**src/hdl/pidaw_pkg.sv**
```systemverilog
// ----------------------------------------------------------------------------
// pidaw_pkg: shared types and constants of the PID controller
// Field widths, register indexes, reset values and the sequencer states.
// ----------------------------------------------------------------------------
`default_nettype none
package pidaw_pkg;
	localparam int unsigned DataW  = 16;
	localparam int unsigned AccW   = 40;
	localparam int unsigned CfgIdxW = 3;

	localparam logic [CfgIdxW-1:0] REG_PROP_GAIN  = 3'd0;
	localparam logic [CfgIdxW-1:0] REG_INTEG_GAIN = 3'd1;
	localparam logic [CfgIdxW-1:0] REG_DERIV_GAIN = 3'd2;
	localparam logic [CfgIdxW-1:0] REG_OUT_LOW    = 3'd3;
	localparam logic [CfgIdxW-1:0] REG_OUT_HIGH   = 3'd4;
	localparam logic [CfgIdxW-1:0] REG_INTEG_LOW  = 3'd5;
	localparam logic [CfgIdxW-1:0] REG_INTEG_HIGH = 3'd6;

	localparam logic [15:0] PROP_GAIN_RST = 16'd256;

	localparam logic CMD_RUN   = 1'b0;
	localparam logic CMD_CLEAR = 1'b1;

	typedef enum logic [2:0] {
		ST_IDLE,
		ST_MUL,
		ST_DIV,
		ST_SUM,
		ST_OUT
	} state_t;

	typedef struct packed {
		logic [15:0] prop_gain;
		logic [15:0] integ_gain;
		logic [15:0] deriv_gain;
		logic signed [15:0] out_low;
		logic signed [15:0] out_high;
		logic signed [15:0] integ_low;
		logic signed [15:0] integ_high;
	} cfg_t;

	// Control from the sequencer to the serial units.
	typedef struct packed {
		logic load;
		logic step;
	} unit_ctl_t;
endpackage
`default_nettype wire

```
**src/hdl/pidaw_if.sv**
```systemverilog
// ----------------------------------------------------------------------------
// pidaw_if: valid/ready channels of the PID controller
// Input, output and configuration write channels.
// ----------------------------------------------------------------------------
`default_nettype none
interface pidaw_in_if;
	logic valid;
	logic ready;
	logic cmd;
	logic signed [15:0] setpoint;
	logic signed [15:0] sample;
	logic [15:0] step_time;
	modport source (output valid, cmd, setpoint, sample, step_time, input ready);
	modport sink (input valid, cmd, setpoint, sample, step_time, output ready);
endinterface

interface pidaw_out_if;
	logic valid;
	logic ready;
	logic signed [15:0] drive;
	logic status;
	modport source (output valid, drive, status, input ready);
	modport sink (input valid, drive, status, output ready);
endinterface

interface pidaw_cfg_if;
	logic valid;
	logic ready;
	logic [2:0] index;
	logic [15:0] data;
	modport source (output valid, index, data, input ready);
	modport sink (input valid, index, data, output ready);
endinterface
`default_nettype wire

```
**src/hdl/pidaw_sermul.sv**
```systemverilog
// ----------------------------------------------------------------------------
// pidaw_sermul: shift-add multiplier, one multiplier bit per cycle while ctl.step is high
// Unsigned multiplier times signed multiplicand, exact product.
// ----------------------------------------------------------------------------
`default_nettype none
module pidaw_sermul #(
	parameter int unsigned MW = 16,
	parameter int unsigned AW = 34
) (
	input  wire logic clk,
	input  wire logic arst_n,
	input  wire pidaw_pkg::unit_ctl_t ctl,
	input  wire logic [MW-1:0] mplier,
	input  wire logic signed [AW-1:0] mcand,
	output logic signed [AW+MW-1:0] prod
);
	logic [MW-1:0] mp_q;
	logic signed [AW+MW-1:0] mc_q;
	logic signed [AW+MW-1:0] acc_q;

	always_ff @(posedge clk or negedge arst_n) begin
		if (!arst_n) begin
			acc_q <= '0;
		end else if (ctl.load) begin
			acc_q <= '0;
		end else if (ctl.step) begin
			if (mp_q[0]) acc_q <= acc_q + mc_q;
		end
	end

	always_ff @(posedge clk) begin
		if (ctl.load) begin
			mp_q <= mplier;
			mc_q <= (AW+MW)'(mcand);
		end else if (ctl.step) begin
			mp_q <= mp_q >> 1;
			mc_q <= mc_q <<< 1;
		end
	end

	assign prod = acc_q;
endmodule
`default_nettype wire

```
**src/hdl/pidaw_serdiv.sv**
```systemverilog
// ----------------------------------------------------------------------------
// pidaw_serdiv: restoring divider, one quotient bit per cycle while ctl.step is high
// Unsigned magnitude divide; sign is applied by the caller.
// ----------------------------------------------------------------------------
`default_nettype none
module pidaw_serdiv #(
	parameter int unsigned NW = 57,
	parameter int unsigned DW = 16
) (
	input  wire logic clk,
	input  wire logic arst_n,
	input  wire pidaw_pkg::unit_ctl_t ctl,
	input  wire logic [NW-1:0] num,
	input  wire logic [DW-1:0] den,
	output logic [NW-1:0] quot
);
	logic [NW-1:0] q_q;
	logic [DW:0] rem_q;
	logic [DW-1:0] den_q;
	logic [DW:0] trial;

	assign trial = {rem_q[DW-1:0], q_q[NW-1]} - {1'b0, den_q};

	always_ff @(posedge clk or negedge arst_n) begin
		if (!arst_n) begin
			rem_q <= '0;
		end else if (ctl.load) begin
			rem_q <= '0;
		end else if (ctl.step) begin
			if (!trial[DW]) rem_q <= trial;
			else rem_q <= {rem_q[DW-1:0], q_q[NW-1]};
		end
	end

	always_ff @(posedge clk) begin
		if (ctl.load) begin
			q_q   <= num;
			den_q <= den;
		end else if (ctl.step) begin
			q_q <= {q_q[NW-2:0], ~trial[DW]};
		end
	end

	assign quot = q_q;
endmodule
`default_nettype wire

```
**src/hdl/pid_controller_antiwindup.sv**
```systemverilog
// ----------------------------------------------------------------------------
// pid_controller_antiwindup: fixed-point PID step with anti-windup
// Bit-serial multipliers and divider under a small sequencer.
// ----------------------------------------------------------------------------
// Channel | Dir | Payload
// in      | in  | cmd, setpoint, sample, step_time
// result  | out | drive, status
// cfg     | in  | index, data (register write)
//
// A run transaction holds the sequencer through multiply (two shift-add passes over
// the 16 multiplier bits), divide (load plus 57 quotient bits), sum and output;
// the result is registered in the output state, and the next input is taken only
// once the sequencer is idle again and the result slot is empty. The bit-serial
// divider of the derivative term takes most of the run.
// Clear and error transactions bypass the sequencer; their result is set at accept.
// Reset clears the integral, history, state and registers to their defaults.
// A held result stalls only the next input; cfg is always ready.
// ----------------------------------------------------------------------------
`default_nettype none
module pid_controller_antiwindup (
	input  wire logic clk,
	input  wire logic arst_n,
	pidaw_in_if.sink   in_ch,
	pidaw_out_if.source res_ch,
	pidaw_cfg_if.sink  cfg
);
	localparam int unsigned MulW = 26;   // multiplicand width of the 16b gain products
	localparam int unsigned DivN = 57;   // |deriv_gain*dm|<<24 magnitude width

	pidaw_pkg::cfg_t cfg_q;
	pidaw_pkg::state_t st_q, st_d;
	logic [6:0] cnt_q;
	logic signed [39:0] integ_q;
	logic signed [15:0] last_q;
	logic have_q;

	logic signed [16:0] err_q;
	logic signed [16:0] dm_q;
	logic [15:0] dt_q;
	logic signed [15:0] meas_q;
	logic out_v_q;
	logic signed [15:0] drive_q;
	logic status_q;

	// Accept transaction only when the sequencer is idle and the result slot empty.
	assign in_ch.ready = (st_q == pidaw_pkg::ST_IDLE) && !out_v_q;
	assign cfg.ready   = 1'b1;
	wire in_acc = in_ch.valid && in_ch.ready;
	wire bad_cfg = (cfg_q.out_low >= cfg_q.out_high) ||
		(cfg_q.integ_low > cfg_q.integ_high);

	// Multipliers: integ_gain*e, deriv_gain*dm. P is a small 16x17 product.
	pidaw_pkg::unit_ctl_t mctl, dctl;
	logic signed [41:0] ie_prod;
	logic signed [41:0] dg_prod;

	// The integral term forms integ_gain*e first; a second pass in u_mul_t multiplies by dt.
	pidaw_sermul #(.MW(16), .AW(MulW)) u_mul_i (
		.clk, .arst_n, .ctl(mctl), .mplier(cfg_q.integ_gain),
		.mcand(MulW'(err_q)), .prod(ie_prod));
	pidaw_sermul #(.MW(16), .AW(MulW)) u_mul_d (
		.clk, .arst_n, .ctl(mctl), .mplier(cfg_q.deriv_gain),
		.mcand(MulW'(dm_q)), .prod(dg_prod));

	// Second pass: (integ_gain*e) * dt, with its own unit ctl, loaded after the first pass.
	logic signed [48:0] ig2_prod;
	pidaw_pkg::unit_ctl_t m2ctl;
	pidaw_sermul #(.MW(16), .AW(33)) u_mul_t (
		.clk, .arst_n, .ctl(m2ctl), .mplier(dt_q),
		.mcand(33'(ie_prod)), .prod(ig2_prod));

	logic [DivN-1:0] div_num;
	logic [DivN-1:0] div_q;
	logic signed [33:0] dgp;
	assign dgp = 34'(dg_prod);
	assign div_num = {(DivN-24)'(dgp[33] ? -dgp : dgp), 24'd0};
	pidaw_serdiv #(.NW(DivN), .DW(16)) u_div (
		.clk, .arst_n, .ctl(dctl), .num(div_num), .den(dt_q), .quot(div_q));

	// Sequencer.
	always_ff @(posedge clk or negedge arst_n) begin
		if (!arst_n) st_q <= pidaw_pkg::ST_IDLE;
		else st_q <= st_d;
	end

	always_comb begin
		st_d = st_q;
		mctl = '0; m2ctl = '0; dctl = '0;
		unique case (st_q)
			pidaw_pkg::ST_IDLE: begin
				if (in_acc && in_ch.cmd == pidaw_pkg::CMD_RUN &&
					in_ch.step_time != '0 && !bad_cfg) st_d = pidaw_pkg::ST_MUL;
			end
			pidaw_pkg::ST_MUL: begin
				mctl.load = (cnt_q == 7'd0);
				mctl.step = (cnt_q != 7'd0) && (cnt_q <= 7'd16);
				m2ctl.load = (cnt_q == 7'd17);
				m2ctl.step = (cnt_q > 7'd17);
				if (cnt_q == 7'd33) st_d = pidaw_pkg::ST_DIV;
			end
			pidaw_pkg::ST_DIV: begin
				dctl.load = (cnt_q == 7'd0);
				dctl.step = (cnt_q != 7'd0);
				if (cnt_q == 7'(DivN)) st_d = pidaw_pkg::ST_SUM;
			end
			pidaw_pkg::ST_SUM: st_d = pidaw_pkg::ST_OUT;
			pidaw_pkg::ST_OUT: st_d = pidaw_pkg::ST_IDLE;
			default: st_d = pidaw_pkg::ST_IDLE;
		endcase
	end

	always_ff @(posedge clk or negedge arst_n) begin
		if (!arst_n) cnt_q <= '0;
		else if (st_d != st_q) cnt_q <= '0;
		else cnt_q <= cnt_q + 7'd1;
	end

	// Final arithmetic, split over SUM and OUT.
	logic signed [63:0] inc_s, p_s, d_s, cand_s, u_s;
	logic signed [63:0] ilo, ihi, olo, ohi, y_s;
	logic signed [63:0] p_q, cand_q, d_q;
	logic commit_q;
	always_comb begin
		inc_s  = 64'(ig2_prod) >>> 8;
		p_s    = 64'(cfg_q.prop_gain) * 64'(err_q);
		p_s    = p_s <<< 8;
		d_s    = have_q ? (dgp[33] ? 64'(div_q) : -64'(div_q)) : 64'sd0;
		ilo    = 64'(cfg_q.integ_low) <<< 16;
		ihi    = 64'(cfg_q.integ_high) <<< 16;
		olo    = 64'(cfg_q.out_low) <<< 16;
		ohi    = 64'(cfg_q.out_high) <<< 16;
		cand_s = 64'(integ_q) + inc_s;
		if (cand_s < ilo) cand_s = ilo;
		else if (cand_s > ihi) cand_s = ihi;
		u_s = p_q + cand_q + d_q;
		// The committed sum is u itself; the held one is formed alongside.
		y_s = commit_q ? u_s : (p_q + 64'(integ_q) + d_q);
		if (y_s < olo) y_s = olo;
		else if (y_s > ohi) y_s = ohi;
	end

	always_ff @(posedge clk) begin
		if (in_acc) begin
			err_q  <= 17'(in_ch.setpoint) - 17'(in_ch.sample);
			dm_q   <= 17'(in_ch.sample) - 17'(last_q);
			dt_q   <= in_ch.step_time;
			meas_q <= in_ch.sample;
		end
		if (st_q == pidaw_pkg::ST_SUM) begin
			p_q <= p_s; cand_q <= cand_s; d_q <= d_s;
		end
	end
	always_comb commit_q = !((u_s > ohi && err_q > 0) || (u_s < olo && err_q < 0));

	always_ff @(posedge clk or negedge arst_n) begin
		if (!arst_n) begin
			cfg_q <= '{pidaw_pkg::PROP_GAIN_RST, 16'd0, 16'd0, -16'sd32768, 16'sd32767,
				-16'sd32768, 16'sd32767};
			integ_q <= '0; last_q <= '0; have_q <= 1'b0;
			out_v_q <= 1'b0; drive_q <= '0; status_q <= 1'b0;
		end else begin
			if (cfg.valid) begin
				unique case (cfg.index)
					pidaw_pkg::REG_PROP_GAIN:  cfg_q.prop_gain  <= cfg.data;
					pidaw_pkg::REG_INTEG_GAIN: cfg_q.integ_gain <= cfg.data;
					pidaw_pkg::REG_DERIV_GAIN: cfg_q.deriv_gain <= cfg.data;
					pidaw_pkg::REG_OUT_LOW:    cfg_q.out_low    <= cfg.data;
					pidaw_pkg::REG_OUT_HIGH:   cfg_q.out_high   <= cfg.data;
					pidaw_pkg::REG_INTEG_LOW:  cfg_q.integ_low  <= cfg.data;
					pidaw_pkg::REG_INTEG_HIGH: cfg_q.integ_high <= cfg.data;
					default: ;
				endcase
			end
			if (res_ch.valid && res_ch.ready) out_v_q <= 1'b0;
			if (in_acc && st_d == pidaw_pkg::ST_IDLE) begin
				out_v_q <= 1'b1; drive_q <= '0;
				status_q <= (in_ch.cmd == pidaw_pkg::CMD_RUN);
				if (in_ch.cmd == pidaw_pkg::CMD_CLEAR) begin
					integ_q <= '0; last_q <= '0; have_q <= 1'b0;
				end
			end
			if (st_q == pidaw_pkg::ST_OUT) begin
				if (commit_q) integ_q <= 40'(cand_q);
				last_q <= meas_q; have_q <= 1'b1;
				drive_q <= 16'(y_s >>> 16); status_q <= 1'b0; out_v_q <= 1'b1;
			end
		end
	end

	assign res_ch.valid  = out_v_q;
	assign res_ch.drive  = drive_q;
	assign res_ch.status = status_q;

	a_no_accept_busy: assert property (@(posedge clk) disable iff (!arst_n)
		(st_q != pidaw_pkg::ST_IDLE) |-> !in_ch.ready) else $error("accept while busy");
	a_out_after_run: assert property (@(posedge clk) disable iff (!arst_n)
		(st_q == pidaw_pkg::ST_OUT) |=> out_v_q) else $error("result lost");
	a_ok_status: assert property (@(posedge clk) disable iff (!arst_n)
		(st_q == pidaw_pkg::ST_OUT) |=> !status_q) else $error("bad status");
endmodule
`default_nettype wire
```
**src/flat_wrapper.sv**
```systemverilog
// flat-port wrapper written by rule: the top's interface ports become plain ports
module pid_controller_antiwindup_flat 
  (clk, arst_n, in_ch_valid, in_ch_cmd, in_ch_setpoint, in_ch_sample, in_ch_step_time, in_ch_ready, res_ch_valid, res_ch_drive, res_ch_status, res_ch_ready, cfg_valid, cfg_index, cfg_data, cfg_ready);
  pidaw_in_if in_ch_i ();
  pidaw_out_if res_ch_i ();
  pidaw_cfg_if cfg_i ();
  input  wire logic clk;
  input  wire logic arst_n;
  input wire logic [$bits(in_ch_i.valid)-1:0] in_ch_valid;
  input wire logic [$bits(in_ch_i.cmd)-1:0] in_ch_cmd;
  input wire logic [$bits(in_ch_i.setpoint)-1:0] in_ch_setpoint;
  input wire logic [$bits(in_ch_i.sample)-1:0] in_ch_sample;
  input wire logic [$bits(in_ch_i.step_time)-1:0] in_ch_step_time;
  output wire logic [$bits(in_ch_i.ready)-1:0] in_ch_ready;
  output wire logic [$bits(res_ch_i.valid)-1:0] res_ch_valid;
  output wire logic [$bits(res_ch_i.drive)-1:0] res_ch_drive;
  output wire logic [$bits(res_ch_i.status)-1:0] res_ch_status;
  input wire logic [$bits(res_ch_i.ready)-1:0] res_ch_ready;
  input wire logic [$bits(cfg_i.valid)-1:0] cfg_valid;
  input wire logic [$bits(cfg_i.index)-1:0] cfg_index;
  input wire logic [$bits(cfg_i.data)-1:0] cfg_data;
  output wire logic [$bits(cfg_i.ready)-1:0] cfg_ready;
  assign in_ch_i.valid = in_ch_valid;
  assign in_ch_i.cmd = in_ch_cmd;
  assign in_ch_i.setpoint = in_ch_setpoint;
  assign in_ch_i.sample = in_ch_sample;
  assign in_ch_i.step_time = in_ch_step_time;
  assign in_ch_ready = in_ch_i.ready;
  assign res_ch_valid = res_ch_i.valid;
  assign res_ch_drive = res_ch_i.drive;
  assign res_ch_status = res_ch_i.status;
  assign res_ch_i.ready = res_ch_ready;
  assign cfg_i.valid = cfg_valid;
  assign cfg_i.index = cfg_index;
  assign cfg_i.data = cfg_data;
  assign cfg_ready = cfg_i.ready;
  pid_controller_antiwindup u_core (.clk(clk), .arst_n(arst_n), .in_ch(in_ch_i), .res_ch(res_ch_i), .cfg(cfg_i));
endmodule
```
**config.mk**
```make
export PLATFORM = sky130hd
export DESIGN_NAME = pid_controller_antiwindup_flat
export DESIGN_NICKNAME = d
export VERILOG_FILES = /design/src/hdl/pidaw_pkg.sv /design/src/hdl/pidaw_if.sv /design/src/hdl/pidaw_sermul.sv /design/src/hdl/pidaw_serdiv.sv /design/src/hdl/pid_controller_antiwindup.sv /design/src/flat_wrapper.sv
export SDC_FILE = /design/constraint.sdc
export NUM_CORES = 2
export LEC_CHECK = 0
export BUFFER_PORTS_ARGS = -buffer_cell sky130_fd_sc_hd__clkbuf_2
export CAP_MARGIN = 25
export CORE_MARGIN = 4
export CORE_UTILIZATION = 59
export CTS_CLUSTER_SIZE = 30
export DETAILED_ROUTE_END_ITERATION = 8
export PLACE_DENSITY = 0.82
export SYNTH_ARGS = -nofsm -noshare
export SYNTH_HDL_FRONTEND = slang
export SYNTH_SLANG_ARGS = --single-unit
```
**constraint.sdc**
```tcl
create_clock -name clk -period 10.6 [get_ports clk]
set_clock_uncertainty 0.05 [all_clocks]
set_input_delay 2.12 -clock clk [delete_from_list [all_inputs] [get_ports clk]]
set_output_delay 2.12 -clock clk [all_outputs]
set_load 0.1 [all_outputs]
```
==> results_dict.tcl <==
set metrics [dict create \
    vias_per_cell 6.28 \
    met1_usage 0.409 \
    multi_input_area_sq_mm 0.0419 \
    setup-tns-final_ns 0 \
    numCtsBuffers 85 \
    grt_pass1_wl_um 296000 \
    ys_types 88 \
    yosysTopAreaCellShare 0.191 \
    grt_overflow_total 0 \
    cap_violations 0 \
    ys_ff_latch 772 \
    cts_htree_levels 3 \
    r2r_end "u_core.res_ch.drive[8]$_DFFE_PN0P_" \
    worst_slew_pin_slew_ns 1.16 \
    synth_top_area_cell "edfxtp_1" \
    drt_iter0_markers 5365 \
    grt_pass1_vias 52700 \
    synth_area_per_cell_sq_um 9.44 \
    nNetsFinal 8126 \
    top_usage_layer "met2" \
    die_w_um 342 \
    ys_seq_area_frac 0.324 \
    hold_path_class "reg2reg" \
    drive_gt1_frac 0.0729 \
    core_area_sq_mm 0.111 \
    worstSetupEndpointType "register" \
    ys_warn_count 0 \
    path_max_fanout 56 \
    slew_headroom 0.217 \
    met3_usage 0.0618 \
    status "finished, final reports clean" \
    fin_cells 8548 \
    wl_per_cell_um 22.4 \
    syn_nets 8118 \
    die_h_um 342 \
    port_buffers 91 \
    max_stage_delay_ns 0.51 \
    rr_worst_depth 38 \
    cts-root-buf "clkbuf_16" \
    crit_top_cell "ha_1" \
    crit_required_ns 11.08 \
    cts_hold_buf 0 \
    rrSetupSlack_ns 0.47 \
    postLayoutCellArea_sq_mm 0.0709 \
    yosys-top-cells-area "edfxtp_1 19%, ha_1 14%, dfrtp_1 11%, fa_1 10%, nand2_1 5.9%" \
    fin_crit_sh 0.956 \
    dp_hpwl_um 148000 \
    drc 0 \
    synth_ff_type "edfxtp_1" \
    grt_max_degree 125 \
    grtUsageMet2 0.517 \
    cts.path.max_buffers 3 \
    r2r-start "u_core.d_q[13]$_SDFFCE_PN0N_" \
    min_to "u_core.u_div.den_q[10]$_DFFE_PP_" \
    cts.sinks 772 \
    dp_cells 8374 \
    fin_util 0.641 \
    setup_viol 0 \
    clk_latency_ns 0.68 \
    hold_viol_final 0 \
    drt-pass1-iter-count 6 \
    slowest_stage "fa_1" \
    vias 53700 \
    placed_area_sq_mm 0.0678 \
    min_path_cells 0 \
    fmax_ghz 0.0987 \
    setup.worst_path.class "reg2reg" \
    row_count 122 \
    final-seq-area_sq_mm 0.0213 \
    area_growth_pct 7.76 \
    die_area_sq_mm 0.117 \
    worst_ep_arrival_time_ns 10.61 \
    cts_tree "done" \
    io-pin-count 93 \
    async_flop_share 0.426 \
    grt_usage 0.323 \
    drv_slew 0 \
    fin_crit_ns 10.13 \
    start_kind "register" \
    clk_pin_slew_ns 0.06 \
    finalWirelength_um 191000 \
    fill_cells 8597 \
    synth_edf_count 419 \
    start_util 0.595 \
    min_from "u_core.dt_q[10]$_DFFE_PP_" \
    syn_area_sq_mm 0.0658 \
    postRouteAntennaNets 0 \
    antenna_found_initial 16 \
    place.gp.congestion 1.01 \
    synthCells 6969 \
]
## synth_stat cells (all sizes together), types with 12 or more instances
cell type     n
a21o        254
xnor2       191
o211ai       23
mux2i        53
buf          15
a41oi        18
edfxtp      419
a2111oi      12
o221ai       18
nor4         40
fa          328
xor2        165
o21ai       469
o21bai       49
o21a         57
clkbuf      215
and2        182
o41ai        13
a31oi        50
a21boi       47
dfxtp        24
nand3        85
nand2      1038
o31ai        41
nand2b       74
a211oi       85
or3          43
dfrtp       296
nand4        90
a211o        13
nand4b       12
or2          23
and3         55
inv         505
nor3b        14
ha          748
a21oi       434
nor2        320
dfstp        33
or4          13
mux2        116
nor2b        66
nor3         74
## through the flow
stage               worst slack, ns  hold WS [ns]
global route               -0.00876         0.417
finish                        0.467         0.395
floorplan                     0.528         0.367
detailed placement           -0.130         0.384
CTS                          0.0356         0.396
global placement             0.0312         0.378
## registers in the layout, indices dropped and copies added (netlist names), 17 cells and up
name	count
u_core.cand_q	42
u_core.cfg_q	112
u_core.d_q	64
u_core.dm_q	17
u_core.err_q	17
u_core.integ_q	40
u_core.p_q	34
u_core.u_div.quot	57
u_core.u_mul_d.mc_q	34
u_core.u_mul_d.prod	34
u_core.u_mul_i.mc_q	33
u_core.u_mul_i.prod	33
u_core.u_mul_t.mc_q	49
u_core.u_mul_t.prod	49
## cells by family (layout without fill, tap and decap cells)
logic type / count (synthesis) / in the layout / synth area share
buf+inv: 735 / 815 / 0.0422
simple gates: 2162 / 2162 / 0.153
flops: 772 / 772 / 0.324
xor+xnor: 356 / 356 / 0.0474
fa+ha+maj: 1076 / 1076 / 0.242
other cells: 1 / 12 / 0.0000570
mux: 169 / 169 / 0.0279
compound gates: 1698 / 1698 / 0.163
## area by class of cell
class | count | share of cell area
Antenna cell | 11 | 0.000388
Clock buffer | 114 | 0.0334
Clock inverter | 45 | 0.00776
Inverter | 505 | 0.0267
Multi-Input combinational cell | 5462 | 0.591
Sequential cell | 772 | 0.301
Tap cell | 1488 | 0.0263
Timing Repair Buffer | 151 | 0.0139
## placed cells by master, fill, tap and decap left out, drive strengths merged, types with 85 or more instances in the layout
master     n
dfrtp    296
xor2     165
o21ai    469
a21o     254
nand2   1038
a21oi    434
nand4     90
mux2     116
fa       328
xnor2    191
clkbuf   205
and2     182
nor2     320
ha       748
edfxtp   419
a211oi    85
inv      510
nand3     85
## worst max-delay path: cells and delay by family (launching register included)
family | cells | cell delay, ns
AO/OA/AOI/OAI | 14 | 3.33
XOR/XNOR | 1 | 0.19
adder cells (fa/ha/maj) | 4 | 1.49
buffers and inverters | 4 | 0.82
flip-flops | 1 | 0.45
multiplexers | 2 | 0.60
AND/OR/NAND/NOR | 13 | 2.97
## repair_timing
item,in CTS,in global routing
setup endpoints to repair,16,16
resized for setup,1,22
pin swaps,0,1
buffers inserted,0,1
## layer usage
layer / routed length [um] / part of all wire
met3: 16300 / 0.086
met2: 87200 / 0.46
met5: 45 / 0.00024
met1: 74400 / 0.39
met4: 13100 / 0.068
## worst max path at each step
stage / start / to / slack, ns
global placement: u_core.d_q[8]$_SDFFCE_PN0N_ / u_core.res_ch.drive[9]$_DFFE_PN0P_ / 0.03
detailed placement: u_core.d_q[10]$_SDFFCE_PN0N_ / u_core.res_ch.drive[9]$_DFFE_PN0P_ / -0.13
floorplan: u_core.p_q[62]$_DFFE_PN_ / u_core.res_ch.drive[10]$_DFFE_PN0P_ / 0.53
finish: u_core.d_q[13]$_SDFFCE_PN0N_ / u_core.res_ch.drive[8]$_DFFE_PN0P_ / 0.47
global route: u_core.d_q[13]$_SDFFCE_PN0N_ / u_core.res_ch.drive[0]$_DFFE_PN0P_ / -0.009
CTS: u_core.d_q[10]$_SDFFCE_PN0N_ / u_core.res_ch.drive[12]$_DFFE_PN0P_ / 0.04
Power is left out: the tool's default activity adds up to more than one toggle a clock period on the data nets, which glitch-free logic cannot reach.
